`config.mk`:
```
export PLATFORM = sky130hd
export DESIGN_NAME = sacd_update
export DESIGN_NICKNAME = d
export VERILOG_FILES = /design/src/hdl/sacd_pkg.sv /design/src/hdl/sacd_update.sv
export SDC_FILE = /design/constraint.sdc
export NUM_CORES = 1
export LEC_CHECK = 0
export BUFFER_PORTS_ARGS = -buffer_cell sky130_fd_sc_hd__buf_4
export CORE_MARGIN = 2
export CORE_UTILIZATION = 39
export DETAILED_ROUTE_END_ITERATION = 6
export SYNTH_ARGS = -nofsm -noshare
export SYNTH_HDL_FRONTEND = slang
export SYNTH_SLANG_ARGS = --single-unit
```
`constraint.sdc`:
```
create_clock -name vclk -period 16.1
set_input_delay 0 -clock vclk [all_inputs]
set_output_delay 0 -clock vclk [all_outputs]
set_load 0.03 [all_outputs]
```
`src/hdl/sacd_pkg.sv`:
```
// ----------------------------------------------------------------------------
// sacd_pkg
// Shared constants and types of the set-associative tag directory.
// ----------------------------------------------------------------------------
package sacd_pkg;

    localparam int SET_COUNT  = 1024;
    localparam int WAY_COUNT  = 8;
    localparam int LINE_BYTES = 64;
    localparam int ADDR_BITS  = 32;
    localparam int TAG_W      = 16;
    localparam int AGE_W      = 3;
    localparam int WAY_W      = 3;
    localparam int OBITS      = $clog2(LINE_BYTES);
    localparam int IBITS      = (SET_COUNT > 1) ? $clog2(SET_COUNT) : 1;
    localparam int SET_W      = IBITS;
    localparam int ENTRY_W    = 1 + 1 + AGE_W + TAG_W;
    localparam int ROW_W      = WAY_COUNT * ENTRY_W;
    localparam logic [AGE_W-1:0] AGE_MAX = AGE_W'(WAY_COUNT - 1);

    localparam logic [1:0] CMD_READ  = 2'd0;
    localparam logic [1:0] CMD_WRITE = 2'd1;

    localparam logic [2:0] OUT_HIT      = 3'd0;
    localparam logic [2:0] OUT_FILL     = 3'd1;
    localparam logic [2:0] OUT_EVICT    = 3'd2;
    localparam logic [2:0] OUT_INV_HIT  = 3'd3;
    localparam logic [2:0] OUT_INV_MISS = 3'd4;

    typedef struct packed {
        logic             valid;
        logic             dirty;
        logic [AGE_W-1:0] age;
        logic [TAG_W-1:0] tag;
    } t_entry;

    typedef t_entry [WAY_COUNT-1:0] t_row;

    typedef struct packed {
        logic [2:0]       outcome;
        logic [WAY_W-1:0] way_used;
        logic             writeback;
        logic [TAG_W-1:0] victim_tag;
    } t_result;

endpackage

```
`src/hdl/sacd_update.sv`:
```
// ----------------------------------------------------------------------------
// sacd_update
// Lookup and replacement logic for one set row: hit, fill, evict, invalidate.
// ----------------------------------------------------------------------------
module sacd_update import sacd_pkg::*; (
    input  t_row             i_row,
    input  logic [1:0]       i_cmd,
    input  logic [TAG_W-1:0] i_tag,
    input  logic             i_mode,
    output t_row             o_row,
    output t_result          o_res
);
    always_comb begin
        t_row             row;
        logic             hit, found, allm, wr;
        logic [WAY_W-1:0] hw, fw, vw;
        logic [AGE_W-1:0] cur, best;

        row   = i_row;
        wr    = (i_cmd == CMD_WRITE);
        hit   = 1'b0;
        hw    = '0;
        found = 1'b0;
        fw    = '0;
        allm  = 1'b1;
        best  = i_row[0].age;
        vw    = '0;
        for (int w = WAY_COUNT - 1; w >= 0; w--) begin
            if (i_row[w].valid && i_row[w].tag == i_tag) begin
                hit = 1'b1;
                hw  = WAY_W'(w);
            end
            if (!i_row[w].valid) begin
                found = 1'b1;
                fw    = WAY_W'(w);
            end
            if (i_row[w].age == '0) begin
                allm = 1'b0;
            end
        end
        for (int w = 1; w < WAY_COUNT; w++) begin
            if (i_row[w].age > best) begin
                best = i_row[w].age;
                vw   = WAY_W'(w);
            end
        end
        cur   = i_row[hw].age;
        o_res = '0;

        if (i_cmd[1]) begin
            if (hit) begin
                o_res.outcome  = OUT_INV_HIT;
                o_res.way_used = hw;
                if (i_row[hw].dirty) begin
                    o_res.writeback  = 1'b1;
                    o_res.victim_tag = i_row[hw].tag;
                end
                if (!i_mode) begin
                    for (int w = 0; w < WAY_COUNT; w++) begin
                        if (WAY_W'(w) != hw && i_row[w].valid && i_row[w].age > cur) begin
                            row[w].age = i_row[w].age - 1'b1;
                        end
                    end
                end
                row[hw] = '0;
            end else begin
                o_res.outcome = OUT_INV_MISS;
            end
        end else if (hit) begin
            o_res.outcome  = OUT_HIT;
            o_res.way_used = hw;
            if (wr) begin
                row[hw].dirty = 1'b1;
            end
            if (!i_mode) begin
                for (int w = 0; w < WAY_COUNT; w++) begin
                    if (i_row[w].valid && i_row[w].age < cur && i_row[w].age < AGE_MAX) begin
                        row[w].age = i_row[w].age + 1'b1;
                    end
                end
                row[hw].age = '0;
            end else begin
                row[hw].age = AGE_W'(1);
            end
        end else begin
            if (found) begin
                o_res.outcome = OUT_FILL;
                vw            = fw;
                if (!i_mode) begin
                    for (int w = 0; w < WAY_COUNT; w++) begin
                        if (i_row[w].valid && i_row[w].age < AGE_MAX) begin
                            row[w].age = i_row[w].age + 1'b1;
                        end
                    end
                end
            end else begin
                o_res.outcome = OUT_EVICT;
                if (!i_mode) begin
                    for (int w = 0; w < WAY_COUNT; w++) begin
                        if (i_row[w].age < AGE_MAX) begin
                            row[w].age = i_row[w].age + 1'b1;
                        end
                    end
                end else begin
                    vw = '0;
                    for (int w = WAY_COUNT - 1; w >= 0; w--) begin
                        if (allm || i_row[w].age == '0) begin
                            vw = WAY_W'(w);
                        end
                    end
                end
                if (i_row[vw].dirty) begin
                    o_res.writeback  = 1'b1;
                    o_res.victim_tag = i_row[vw].tag;
                end
            end
            if (i_mode && allm) begin
                for (int w = 0; w < WAY_COUNT; w++) begin
                    row[w].age = '0;
                end
            end
            o_res.way_used = vw;
            row[vw].valid  = 1'b1;
            row[vw].dirty  = wr;
            row[vw].tag    = i_tag;
            row[vw].age    = i_mode ? AGE_W'(1) : '0;
        end
        o_row = row;
    end
endmodule

```
Word-level counts from Yosys, hierarchy flattened
Index checks and enable logic that the tools add are counted.
{"block": "word_totals", "regBits": 0, "in_bits": 187, "output_inout_bits": 191}
{"block": "op_classes", "bitwise": 2, "n_addsub": 16, "n_mux": 238, "eq_ne": 16, "magnitude_cmp": 36, "n_reduce_logical": 68}
{"op": "$bwmux 168", "n": 7}
{"op": "$mux 168", "n": 7}
{"op": "$mux 3", "n": 172}
{"op": "$demux 21 s3", "n": 7}
{"op": "$and 168x168->168", "n": 1}
{"op": "$not 168->168", "n": 1}
{"op": "$eq 16x16->1", "n": 8}
{"op": "$bmux 21 s3", "n": 2}
{"op": "$mux 20", "n": 5}
{"op": "$mux 17", "n": 4}
{"op": "$logic_and 1x1->1", "n": 51}
{"op": "$gt 3x3->1", "n": 15}
{"op": "$mux 21", "n": 2}
{"op": "$mux 19", "n": 2}
{"op": "$mux 1", "n": 26}
{"op": "$add 3x1->3 const B", "n": 8}
{"op": "$logic_not 3->1", "n": 8}
{"op": "$lt 3x3->1", "n": 8}
{"op": "$lt 3x3->1 const B", "n": 8}
{"op": "$sub 3x1->3 const B", "n": 8}
{"op": "$mux 23", "n": 1}
{"op": "$mux 16", "n": 1}
{"op": "$lt 3x4->1 const B", "n": 3}
{"op": "$ne 3x3->1 const A", "n": 4}
{"op": "8 further kinds", "n": 17}

Longest topological paths before layout
{"block": "depth", "word_depth": 35, "mapped_depth": 53, "mapped_depth_nobuf": 49}

Worst setup path before layout
Ideal clock, no wire load.
{"block": "synth_path", "kind": "input port to output port", "start": "in i_row[17] (netlist bit)", "end": "out o_row[41] (netlist bit)", "path_buffers": 2, "cell_stages": 48, "required_ns": 16.100, "path_slack_ns": 6.228, "arrival_ns": 9.872, "path_cell_list": "clkbuf_1 -> inv_1 -> ha_1 -> nor2b_1 -> o21ai_0 -> a32oi_1 -> mux2i_1 -> ha_1 -> nor2b_1 -> o21ai_0 -> a32o_1 -> mux2i_1 -> inv_1 -> ha_1 -> nor2b_1 -> o21ai_0 -> a32oi_1 -> mux2i_1 -> (+12 left out) -> nor2b_1 -> o21ai_0 -> a32oi_1 -> inv_1 -> mux2_2 -> ha_1 -> nor2b_1 -> o21ai_0 -> a32oi_1 -> o41a_1 -> a41oi_2 -> a21oi_1 -> nor2_1 -> nand3_1 -> nor2_1 -> clkbuf_1 -> nor2_1 -> a21oi_1"}
{"element": "start, declared", "line": "sacd_update.sv:6", "text": "input t_row i_row,"}
{"element": "end, declared", "line": "sacd_update.sv:10", "text": "output t_row o_row,"}

==> summary.md <==
| Metric | Value |
|---|---|
| Via density | `6.360` |
| DRT Pass-1 Iters | `7` |
| M3 GR Usage | `5.760%` |
| Max-slew headroom | `13.49%` |
| Routed Antenna Nets | `0` |
| Clkbuf count | `0` |
| Post-synthesis sequential area ratio | `0%` |
| Post-synthesis mux area share | `7.841%` |
| RSZ-0062 raised after global routing | `false` |
| Achievable clock frequency | `80.84 MHz` |
| Leakage | `6.310 nW` |
| CP required | `16.10 ns` |
| Setup CP Type | `in2out` |
| Vias | `15,290` |
| Status | `finished, final reports clean` |
| P per Cell Area | `69.64 nW/um^2` |
| Fraction of the cycle the final worst path needs | `76.83%` |
| Vias in the first global route | `14,360` |
| Starting Density | `39.38%` |
| Share of cells above drive strength 1 | `24.54%` |
| Peak supply drop | `0.0001001 V` |
| Synth Area in Compound Gates | `30.78%` |
| Max stage delay on crit path | `0.96 ns` |
| Final GP Congestion | `0.9982` |
| Total power | `0.9651 mW` |
| Cell count along the critical path | `48` |
| Die Wd | `170.8 um` |
| Simple-gate share of the synthesized area | `35.27%` |
| Grt met2 use | `67.70%` |
| Die Area | `29,170 um^2` |
| Crit path buf inv count | `6` |
| Netlist cell types | `78` |
| Cts repair resizes | `0` |
| Top delay family on crit path | `compound AO/OA/AOI/OAI gates` |
| Layer with the highest usage | `met2` |
| Number of fill cells | `2,964` |
| Placement Setup Slack | `4.052 ns` |
| Mapped Area | `10,850 um^2` |
| Drt total wl | `60.96 mm` |
| Met1 usage | `48.26%` |
| I/O pin count | `378` |
| CP Capture Type | `output port` |
| Largest net degree at the start of global routing | `67` |
| First-pass GRT wire length | `88.46 mm` |
| Max Cap Violations | `0` |
| Row cnt | `61` |
| Layout area overhead | `27.72%` |
| Core area | `27,550 um^2` |
| Drt drc | `0` |
| # setup viols final | `0` |
| Worst Setup EP | `o_row[2]` |
| CP max stage cell | `nor2_1` |
| Startpoint types | `input port` |
| Final net count | `2,283` |
| Antenna violations before repair | `2` |
| Worst slew pin tran | `1.298 ns` |
| Crit-path most repeated cell | `o21ai_0` |
| Post-detail-place hpwl | `47.82 mm` |
| Post-CTS setup buffers | `0` |
| Fin. max-slew vios | `0` |
| Final core utilization | `50.30%` |
| Final min period | `12.37 ns` |
| Total track usage | `39.70%` |
| Syn nets | `2,000` |
| Post-Syn Instances | `1,744` |
| Worst Path Max Fanout | `34` |
| First DRT Iteration DRCs | `1,476` |
| Hold WC Path Type | `in2out` |
| Total of warnings raised by yosys | `0` |
| Total gr overflow | `0` |
| Die height | `170.8 um` |
| Adder-cell share of the synthesized area | `7.957%` |
| Synth Area in XOR/XNOR | `11.30%` |
| Largest family of logic cells by synthesized area | `simple AND/OR/NAND/NOR gates` |
| WHS | `0.3799 ns` |
| Syn Area/Cell | `6.222 um^2` |
| Hold-fix buffers, CTS | `0` |
| Commonest non-fill, non-tap cells in the layout | `buf_4 (410), nand2_1 (370), nor2_1 (124)` |
| Routed len/inst | `25.36 um` |
| Setup TNS | `0 ns` |
| Final Hold Violating Endpoints | `0` |
| Register area | `0 um^2` |
| Worst Setup SP | `i_row[18]` |
| Port Buffers | `378` |
| Final setup margin | `3.730 ns` |
| Critical Path AT | `12.37 ns` |
| Num sequential | `0` |
| Commonest non-fill, non-tap cell in the layout | `buf_4` |
==> how the worst min path moves through the flow <==
| stage | from | endpoint | slack [ns] | cells after the start |
|---|---|---|---|---|
| final | i_row[0] | o_row[0] | 0.38 | 3 |
| after global routing | i_row[29] | o_row[29] | 0.39 | 3 |
| after CTS | i_row[40] | o_row[40] | 0.37 | 3 |
| after detailed placement | i_row[40] | o_row[40] | 0.37 | 3 |
| after global placement | i_row[19] | o_row[19] | 0.37 | 3 |
| after floorplan | i_row[104] | o_row[104] | 0.21 | 2 |
==> logic make-up (layout without fill, tap and decap cells) <==
logic type / after synthesis / after routing
XOR/XNOR: 140 / 140
other: 0 / 1
AND/OR/NAND/NOR: 812 / 812
adder cells (fa/ha/maj): 69 / 69
buffers and inverters: 172 / 453
multiplexers: 78 / 78
AO/OA/AOI/OAI: 473 / 473
==> per-stage QoR <==
step	std cells	instance area, um^2
finish	2404	13860
detailed placement	2403	13860
global route	2403	13860
global placement	2403	13860
floorplan	1744	10850
CTS	2403	13860
==> synthesized netlist by cell type, types with 30 or more instances <==
cell type,n,share of area [%]
nand2_1,370,13
nor2_1,126,4.4
o21ai_0,111,5.1
nand3_1,97,4.5
xnor2_1,88,7.1
a21oi_1,83,3.8
a22o_1,81,6.5
clkbuf_1,80,2.8
ha_1,69,8.0
xor2_1,52,4.2
inv_1,40,1.4
mux2i_1,40,3.7
buf_2,39,1.8
mux2_2,36,3.7
nor2b_1,30,1.7
==> cell type report <==
type,count,area (um^2),share of cell area [%]
multi-input cells,1572,10140,73.19
repair buffers,410,3078,22.21
well taps,378,473.0,3.413
inverters,43,161.4,1.165
diodes,1,2.502,0.01806
==> layer usage <==
layer	up-vias	wire length (um)
met5	-	30
met2	931	28370
met3	193	5090
met4	4	3673
met1	7221	23800
li1	6941	-
==> report_power, final <==
group,leakage (nW),switching [mW],internal [mW],total [mW]
combinational,6.31,0.613,0.352,0.965
clock,0.00000634,0,0.00000000831,0.00000000832
sequential,0,0,0,0
total,6.31,0.613,0.352,0.965
==> tightest hold or removal path: stages <==
cell and delay (ns):
buf_4 0.11, a22o_1 0.12, buf_4 0.15
No activity file was read; power rests on OpenSTA's default activity.
