File: config.mk
export PLATFORM = sky130hd
export DESIGN_NAME = sacd_ram
export DESIGN_NICKNAME = d
export VERILOG_FILES = /design/src/hdl/sacd_ram.sv
export SDC_FILE = /design/constraint.sdc
export NUM_CORES = 1
export LEC_CHECK = 0
export BUFFER_PORTS_ARGS = -buffer_cell sky130_fd_sc_hd__buf_2
export CAP_MARGIN = 20
export CORE_MARGIN = 2
export CORE_UTILIZATION = 35
export CTS_CLUSTER_SIZE = 14
export DETAILED_ROUTE_END_ITERATION = 10
export SLEW_MARGIN = 10
export SYNTH_ARGS = -nofsm -noshare
export SYNTH_HDL_FRONTEND = slang
export SYNTH_SLANG_ARGS = --single-unit
File: constraint.sdc
create_clock -name i_clk -period 2.3 [get_ports i_clk]
set_input_delay 0 -clock i_clk [delete_from_list [all_inputs] [get_ports i_clk]]
set_output_delay 0 -clock i_clk [all_outputs]
set_load 0.03 [all_outputs]
File: src/hdl/sacd_ram.sv
// ----------------------------------------------------------------------------
// sacd_ram
// Generic simple dual-port synchronous RAM (one write port, one read port) with registered read.
// ----------------------------------------------------------------------------
module sacd_ram #(
    parameter int WIDTH = 8,
    parameter int DEPTH = 16
) (
    input  logic                     i_clk,
    input  logic                     i_we,
    input  logic [$clog2(DEPTH)-1:0] i_waddr,
    input  logic [WIDTH-1:0]         i_wdata,
    input  logic [$clog2(DEPTH)-1:0] i_raddr,
    output logic [WIDTH-1:0]         o_rdata
);
    logic [WIDTH-1:0] r_mem [DEPTH];

    always_ff @(posedge i_clk) begin
        if (i_we) begin
            r_mem[i_waddr] <= i_wdata;
        end
        o_rdata <= r_mem[i_raddr];
    end
endmodule

After elaboration in Yosys (flattened, before gate mapping)
Memory sizes are Yosys's and may differ from the RTL's. A register that Yosys moved wholly into a read port is not among the register bits. Cells that the tools add are included.

Muxes and demuxes: 2.

Operators by type and width (number): 1-bit 2-to-1 mux (2).

Word-level logic and storage cells: 3. Memories kept: 1. Input bits: 18. Bits in writable memories: 128. Output and inout bits: 8. Flip-flop bits (word level): 0.

Memory list: r_mem (words 16, width 8, rd ports 1, clocked after memory_dff 1, write ports 1, RTL line 16) `logic [WIDTH-1:0] r_mem [DEPTH];`.

Logic depth before layout (Yosys ltp)
Gate-level depths: netlist of run 1.

Word-level depth: 2. Gate-level depth with buffers: 5.

Worst setup path before layout of run 1
OpenSTA, ideal clock, no wires.

Path type: in2reg. Start point: input i_waddr[2]. End point: memory r_mem[0][0], enable pin. Required time: 1.917 ns. Path slack: 0.807 ns. Library setup time: 0.383 ns. Arrival: 1.110 ns. Cell stages on the path: 2. Cell sequence: or3b_2 nor3_1.

RTL lines: from (decl) (RTL line 11) `input logic [$clog2(DEPTH)-1:0] i_waddr,`; to (decl) (RTL line 16).

No word-level cell before the write port.

==> impl_metrics.yaml, run 1 <==
run_status:
  status: "completed"
timing:
  period_minus_slack_ns: 1.42
  rsz0062_at_grt: "no"
  fin_skew_ns: 0.0121
  final_max_slew_viol_count: 0
  hold_viol: 0
  period_share: 0.618
  max_freq_ghz: 0.704
  tightest_slew_ns: 0.888
  relSlewSlack: 0.406
  worst_hold_slack_ns: 0.0206
  final.setup.tns_ns: 0
  setup_viol: 0
  setup_ws_ns: 0.879
detailed_routing:
  wl_per_cell_um: 21.7
  drt_pass1_iterations: 6
  drcViolationCount: 0
  drtAntennaViolNets: 0
  viasPerCell: 5.12
  drt_iter0_drc: 234
  num_vias: 2483
  routed_wl_um: 10500
synthesis:
  synth_top_area_share: 0.747
  ys_types: 19
  synthTopCellsByArea: "edfxtp_1 (75%), mux4_2 (7.9%), mux4_1 (7.1%)"
  synth_flop_cell: "edfxtp_1"
  netlist.top_cell.by_area: "edfxtp_1"
  syn_area_um2: 5150
  synth_seq_cells: 136
  synth_nets: 247
  synth_warnings: 0
  synth-edff-count: 128
  ys_seq_area_frac: 0.778
  netlist_top_cells_count: "edfxtp_1 (128), mux4_2 (18), a22oi_1 (16)"
  synth_cells: 229
  synth.avg_cell_area_um2: 22.5
  synthArstFlopShare: 0
  yosysMostFrequentCell: "edfxtp_1"
worst_setup_path:
  worst_r2r_path_depth: 3
  end_kind: "flop"
  worst_r2r_endpoint: "o_rdata[6]$_DFF_P_"
  worst_setup_path_start_kind: "flop"
  r2r_slack_ns: 0.88
  critPathRequiredTime_ns: 2.57
  crit_path_max_incr_delay_ns: 0.47
  cp_max_fo: 1
  crit_end: "o_rdata[6]$_DFF_P_"
  r2r-start: "r_mem[3][6]$_DFFE_PP_"
  critPathSlowestCell: "mux4_2"
  critical_path_class: "reg2reg"
  crit_chain: "mux4_2 > a22oi_1 > nand2_1"
  arrival_ns: 1.69
  startpoint: "r_mem[3][6]$_DFFE_PP_"
power_and_ir_drop:
  power.density_nw_per_um2: 954
  vdd_ir_drop_max_uv: 711
  p_total_mw: 5.98
  p_leak_nw: 2.13
global_route:
  grtUsageTotal: 0.142
  grt_pass1_wl_um: 16100
  grt_overflow_total: 0
  grt_antenna_before_repair: 0
  grt_pass1_vias: 2628
  grt_max_degree: 33
clock_tree:
  clk_latency_ns: 0.41
  cts-htree-levels: 4
  clk_path_buf_depth: 2
  cts_root_buf: "clkbuf_16"
  numClockSinks: 136
  post_cts_buffers: 0
  clk_pin_slew_ns: 0.06
  cts_buffers: 17
  cts_tree: "built"
final_layout:
  drive_above_1_share: 0.306
  area_growth_syn_to_layout_pct: 21.8
  antenna_cells: 0
  num-nets-final: 306
  finalNonFillerCells: 485
placement:
  place_ws_ns: 0.569
  dp_hpwl_um: 6720
  place.gp.congestion: 0.746
  dp.cells: 446
  portBuffers: 25
hold_path:
  hp-class: "in2reg"
floorplanning:
  die_h_um: 125
  rows: 44
  die_width_um: 125
  die_area_um2: 15700
  core_um2: 14400
  io_pins: 26
  start_util: 0.357
run:
  drv_cap: 0
[how the worst min path moves through the flow]
stage | start | to | slack (ns) | cells after the start
after CTS | i_wdata[7] | r_mem[1][7]$_DFFE_PP_ | 0.01 | 1
final | i_wdata[7] | r_mem[3][7]$_DFFE_PP_ | 0.02 | 1
after floorplan | i_wdata[0] | r_mem[0][0]$_DFFE_PP_ | 0.1 | 0
after global routing | i_wdata[7] | r_mem[9][7]$_DFFE_PP_ | 0.02 | 1
after global placement | i_wdata[6] | r_mem[14][6]$_DFFE_PP_ | 0.40 | 1
after detailed placement | i_wdata[6] | r_mem[14][6]$_DFFE_PP_ | 0.40 | 1
[through the flow]
| stage | area (um2) | util |
|---|---|---|
| after CTS | 6270 | 0.435 |
| after global placement | 5560 | 0.386 |
| after detailed placement | 5560 | 0.386 |
| after floorplan | 5150 | - |
| after global routing | 6270 | 0.435 |
| final | 6270 | 0.435 |
[power breakdown]
| part | leakage, nW | total [mW] | switching, mW | internal (mW) |
|---|---|---|---|---|
| Clock | 0.307 | 2.89 | 0.975 | 1.92 |
| Combinational | 0.599 | 0.298 | 0.182 | 0.116 |
| Sequential | 1.22 | 2.79 | 0.0195 | 2.77 |
| Total | 2.13 | 5.98 | 1.18 | 4.80 |
[area by class of cell]
class | count | area (um2)
fillers | 1261 | 8150
clock inverters | 13 | 203
repair buffers | 50 | 343
multi-input cells | 83 | 1060
flip-flops and latches | 136 | 4000
clock buffers | 19 | 433
well taps | 184 | 230
[layout by cell type, fill, tap and decap left out]
cell type      synthesis  final
mux4_1                14     14
clkbuf_1               0      2
nand3_1                1      1
and2b_1                1      1
clkinvlp_4             0      2
buf_4                  1     17
mux4_2                18     18
buf_2                  3     25
nand2_1                9      9
clkinv_2               0      4
nand2b_1               2      2
edfxtp_1             128    128
nor2b_1                1      1
or3b_2                 1      1
nand3b_1               2      2
dlygate4sd3_1          0      7
buf_12                 0      1
bufinv_16              0      5
dfxtp_1                8      8
nor2_1                13     13
clkbuf_16              0     17
and2_1                 1      1
nor3_1                 4      4
a22oi_1               16     16
clkinv_4               0      2
[state kept, by name (all words and copies together), names as in the netlist]
name	cells
o_rdata	8
r_mem	128
[per-layer routing]
metal	wire [um]	GRT usage	vias up	part of all wire
met5	0	0	-	0
met4	117	0.0431	0	0.011
met3	749	0.0479	10	0.071
met2	4820	0.202	89	0.46
met1	4820	0.209	1291	0.46
li1	-	-	1093	-
[cell families (layout without fill, tap and decap cells)]
family | Yosys count | count (layout) | synth area share
DFF | 136 | 136 | 0.778
muxes | 32 | 32 | 0.150
buffers and inverters | 10 | 82 | 0.0168
and+or+nand+nor | 35 | 35 | 0.0318
AOI/OAI and AO/OA | 16 | 16 | 0.0233
[critical path, delay by kind of cell, from the launching register on]
kind | cells | cell delay (ns)
AO/OA/AOI/OAI | 1 | 0.29
flip-flops | 1 | 0.37
multiplexers | 1 | 0.47
AND/OR/NAND/NOR | 1 | 0.15
[repair_timing]
| action | CTS | global route |
|---|---|---|
| hold endpoints to repair | 112 | 0 |
| hold buffers | 7 | 0 |
| resized for setup | 0 | 0 |
Power figures use the tool's default switching activity.
==> run 2, diff against run 1 <==
clock period = 1.3 ns   (was 2.3 ns; I/O delays follow)
==> run 2 against run 1 <==
Clock power grew 57%. Routed wire length increased by 3.7%. Worst hold slack better by 0.11 ns. Critical path type unchanged. Via count increased by 3.5%. Maximum frequency is 8.5% higher. The run now ends with negative setup slack left. Highest routed layer unchanged. Critical endpoint is now o_rdata[3]$_DFF_P_. Critical path depth stayed put. Largest power group is now sequential cells.
==> impl_metrics.yaml, run 2 (synthesized netlist as in run 1, its figures left out) <==
detailed_routing:
  num_vias: 2569
  drcViolationCount: 0
  drt_pass1_iterations: 4
  drtAntennaViolNets: 0
  viasPerCell: 5.17
  drt_iter0_drc: 217
  routed_wl_um: 10900
  wl_per_cell_um: 21.9
final_layout:
  regArea_um2: 4000
  finalNonFillerCells: 497
  final_cell_mix: "edfxtp_1 (128), mux4_2 (27), buf_4 (26)"
  antenna_cells: 0
  largest_reg_flops: 128
  final_common_cell: "edfxtp_1"
  n_fill_cell: 1257
  regMostFlops: "r_mem"
  area_growth_syn_to_layout_pct: 23.1
  num-nets-final: 318
  reg_top3: "r_mem (128), o_rdata (8)"
  drive_above_1_share: 0.387
  multiInputGateArea_um2: 1070
timing:
  period_minus_slack_ns: 1.31
  relSlewSlack: 0.384
  hold_viol: 0
  setup_ws_ns: -0.00921
  setup_viol: 2
  worst_hold_slack_ns: 0.130
  period_share: 1.01
  final_max_slew_viol_count: 0
  fin_skew_ns: 0.00666
  rsz0062_at_grt: "yes"
  max_freq_ghz: 0.764
  final.setup.tns_ns: -0.0105
  tightest_slew_ns: 0.922
placement:
  place_ws_ns: -0.183
  portBuffers: 25
  place.gp.congestion: 0.755
  dp_hpwl_um: 6850
  dp.cells: 457
worst_setup_path:
  worst_setup_path_start_kind: "flop"
  critPathSlowestCell: "mux4_2"
  crit_chain: "mux4_2 > a22oi_2 > nand2_1"
  crit_end: "o_rdata[3]$_DFF_P_"
  arrival_ns: 1.60
  cp_max_fo: 1
  worst_r2r_path_depth: 3
  end_kind: "flop"
  startpoint: "r_mem[3][3]$_DFFE_PP_"
  crit_path_max_incr_delay_ns: 0.50
  r2r_slack_ns: -0.009
  worst_r2r_endpoint: "o_rdata[3]$_DFF_P_"
  critical_path_class: "reg2reg"
  critPathRequiredTime_ns: 1.59
  r2r-start: "r_mem[3][3]$_DFFE_PP_"
floorplanning:
  rows: 44
  die_width_um: 125
  die_h_um: 125
  die_area_um2: 15700
  core_um2: 14400
  io_pins: 26
  start_util: 0.357
clock_tree:
  numClockSinks: 136
  cts_root_buf: "clkbuf_16"
  cts-htree-levels: 4
  clk_latency_ns: 0.41
  cts_tree: "built"
  clk_path_buf_depth: 2
  clk_pin_slew_ns: 0.06
  post_cts_buffers: 0
  cts_buffers: 17
power_and_ir_drop:
  vdd_ir_drop_max_uv: 835
  p_leak_nw: 2.13
  power.density_nw_per_um2: 1590
  p_total_mw: 10.1
global_route:
  grt_max_degree: 20
  grtUsageMet3: 0.0424
  grt_antenna_before_repair: 0
  grt_use_met1: 0.201
  grt_overflow_total: 0
  grtUsageTotal: 0.145
  grt_pass1_vias: 2630
  grt_use_met2: 0.225
  busiest_layer: "met2"
  grt_pass1_wl_um: 16400
run:
  drv_cap: 0
run_status:
  status: "finished, violations left"
  violations: "negative setup slack"
hold_path:
  hp-class: "in2reg"
run 2: repair_timing:
action,CTS,global route
setup endpoints to repair,8,8
pin swaps,6,4
hold buffers,8,0
hold endpoints to repair,128,0
gates resized for setup,11,6
run 2: worst max-delay path: cells and delay by family, from the launching register on:
| family | cells | cell delay, ns |
|---|---|---|
| flip-flops | 1 | 0.36 |
| AO/OA/AOI/OAI | 1 | 0.25 |
| multiplexers | 1 | 0.50 |
| AND/OR/NAND/NOR | 1 | 0.08 |
run 2: routing by layer:
layer	part of all wire	vias to the layer above	wire length [um]
met5	0	-	0
met1	0.46	1382	5060
met2	0.48	69	5210
met4	0.014	0	154
li1	-	1107	-
met3	0.044	11	475
run 2: how the worst min path moves through the flow:
stage	start	to	slack (ns)	cells after the start
after floorplan	i_wdata[0]	r_mem[0][0]$_DFFE_PP_	0.1	0
final	i_waddr[0]	r_mem[4][0]$_DFFE_PP_	0.13	3
after detailed placement	i_wdata[0]	r_mem[9][0]$_DFFE_PP_	0.39	1
after CTS	i_waddr[0]	r_mem[4][0]$_DFFE_PP_	0.12	3
after global placement	i_wdata[0]	r_mem[10][0]$_DFFE_PP_	0.38	1
after global routing	i_waddr[0]	r_mem[4][0]$_DFFE_PP_	0.15	3
run 2: metrics by stage:
step | instance area [um2] | utilization
3_3_place_gp | 5680 | 0.394
4_1_cts | 6350 | 0.440
5_1_grt | 6340 | 0.439
6_report | 6340 | 0.439
2_1_floorplan | 5150 | -
3_5_place_dp | 5680 | 0.394
run 2: cell type report:
class | instances | area share
multi-input combinational | 83 | 0.169
tap | 184 | 0.0363
clock buffer | 19 | 0.0699
timing repair buffer | 62 | 0.0727
clock inverter | 13 | 0.0205
sequential | 136 | 0.632
run 2: power breakdown:
group | total [mW] | internal [mW] | switching, mW
sequential | 4.94 | 4.90 | 0.0336
clock | 4.55 | 2.85 | 1.70
combinational | 0.584 | 0.242 | 0.342
total | 10.1 | 7.99 | 2.08
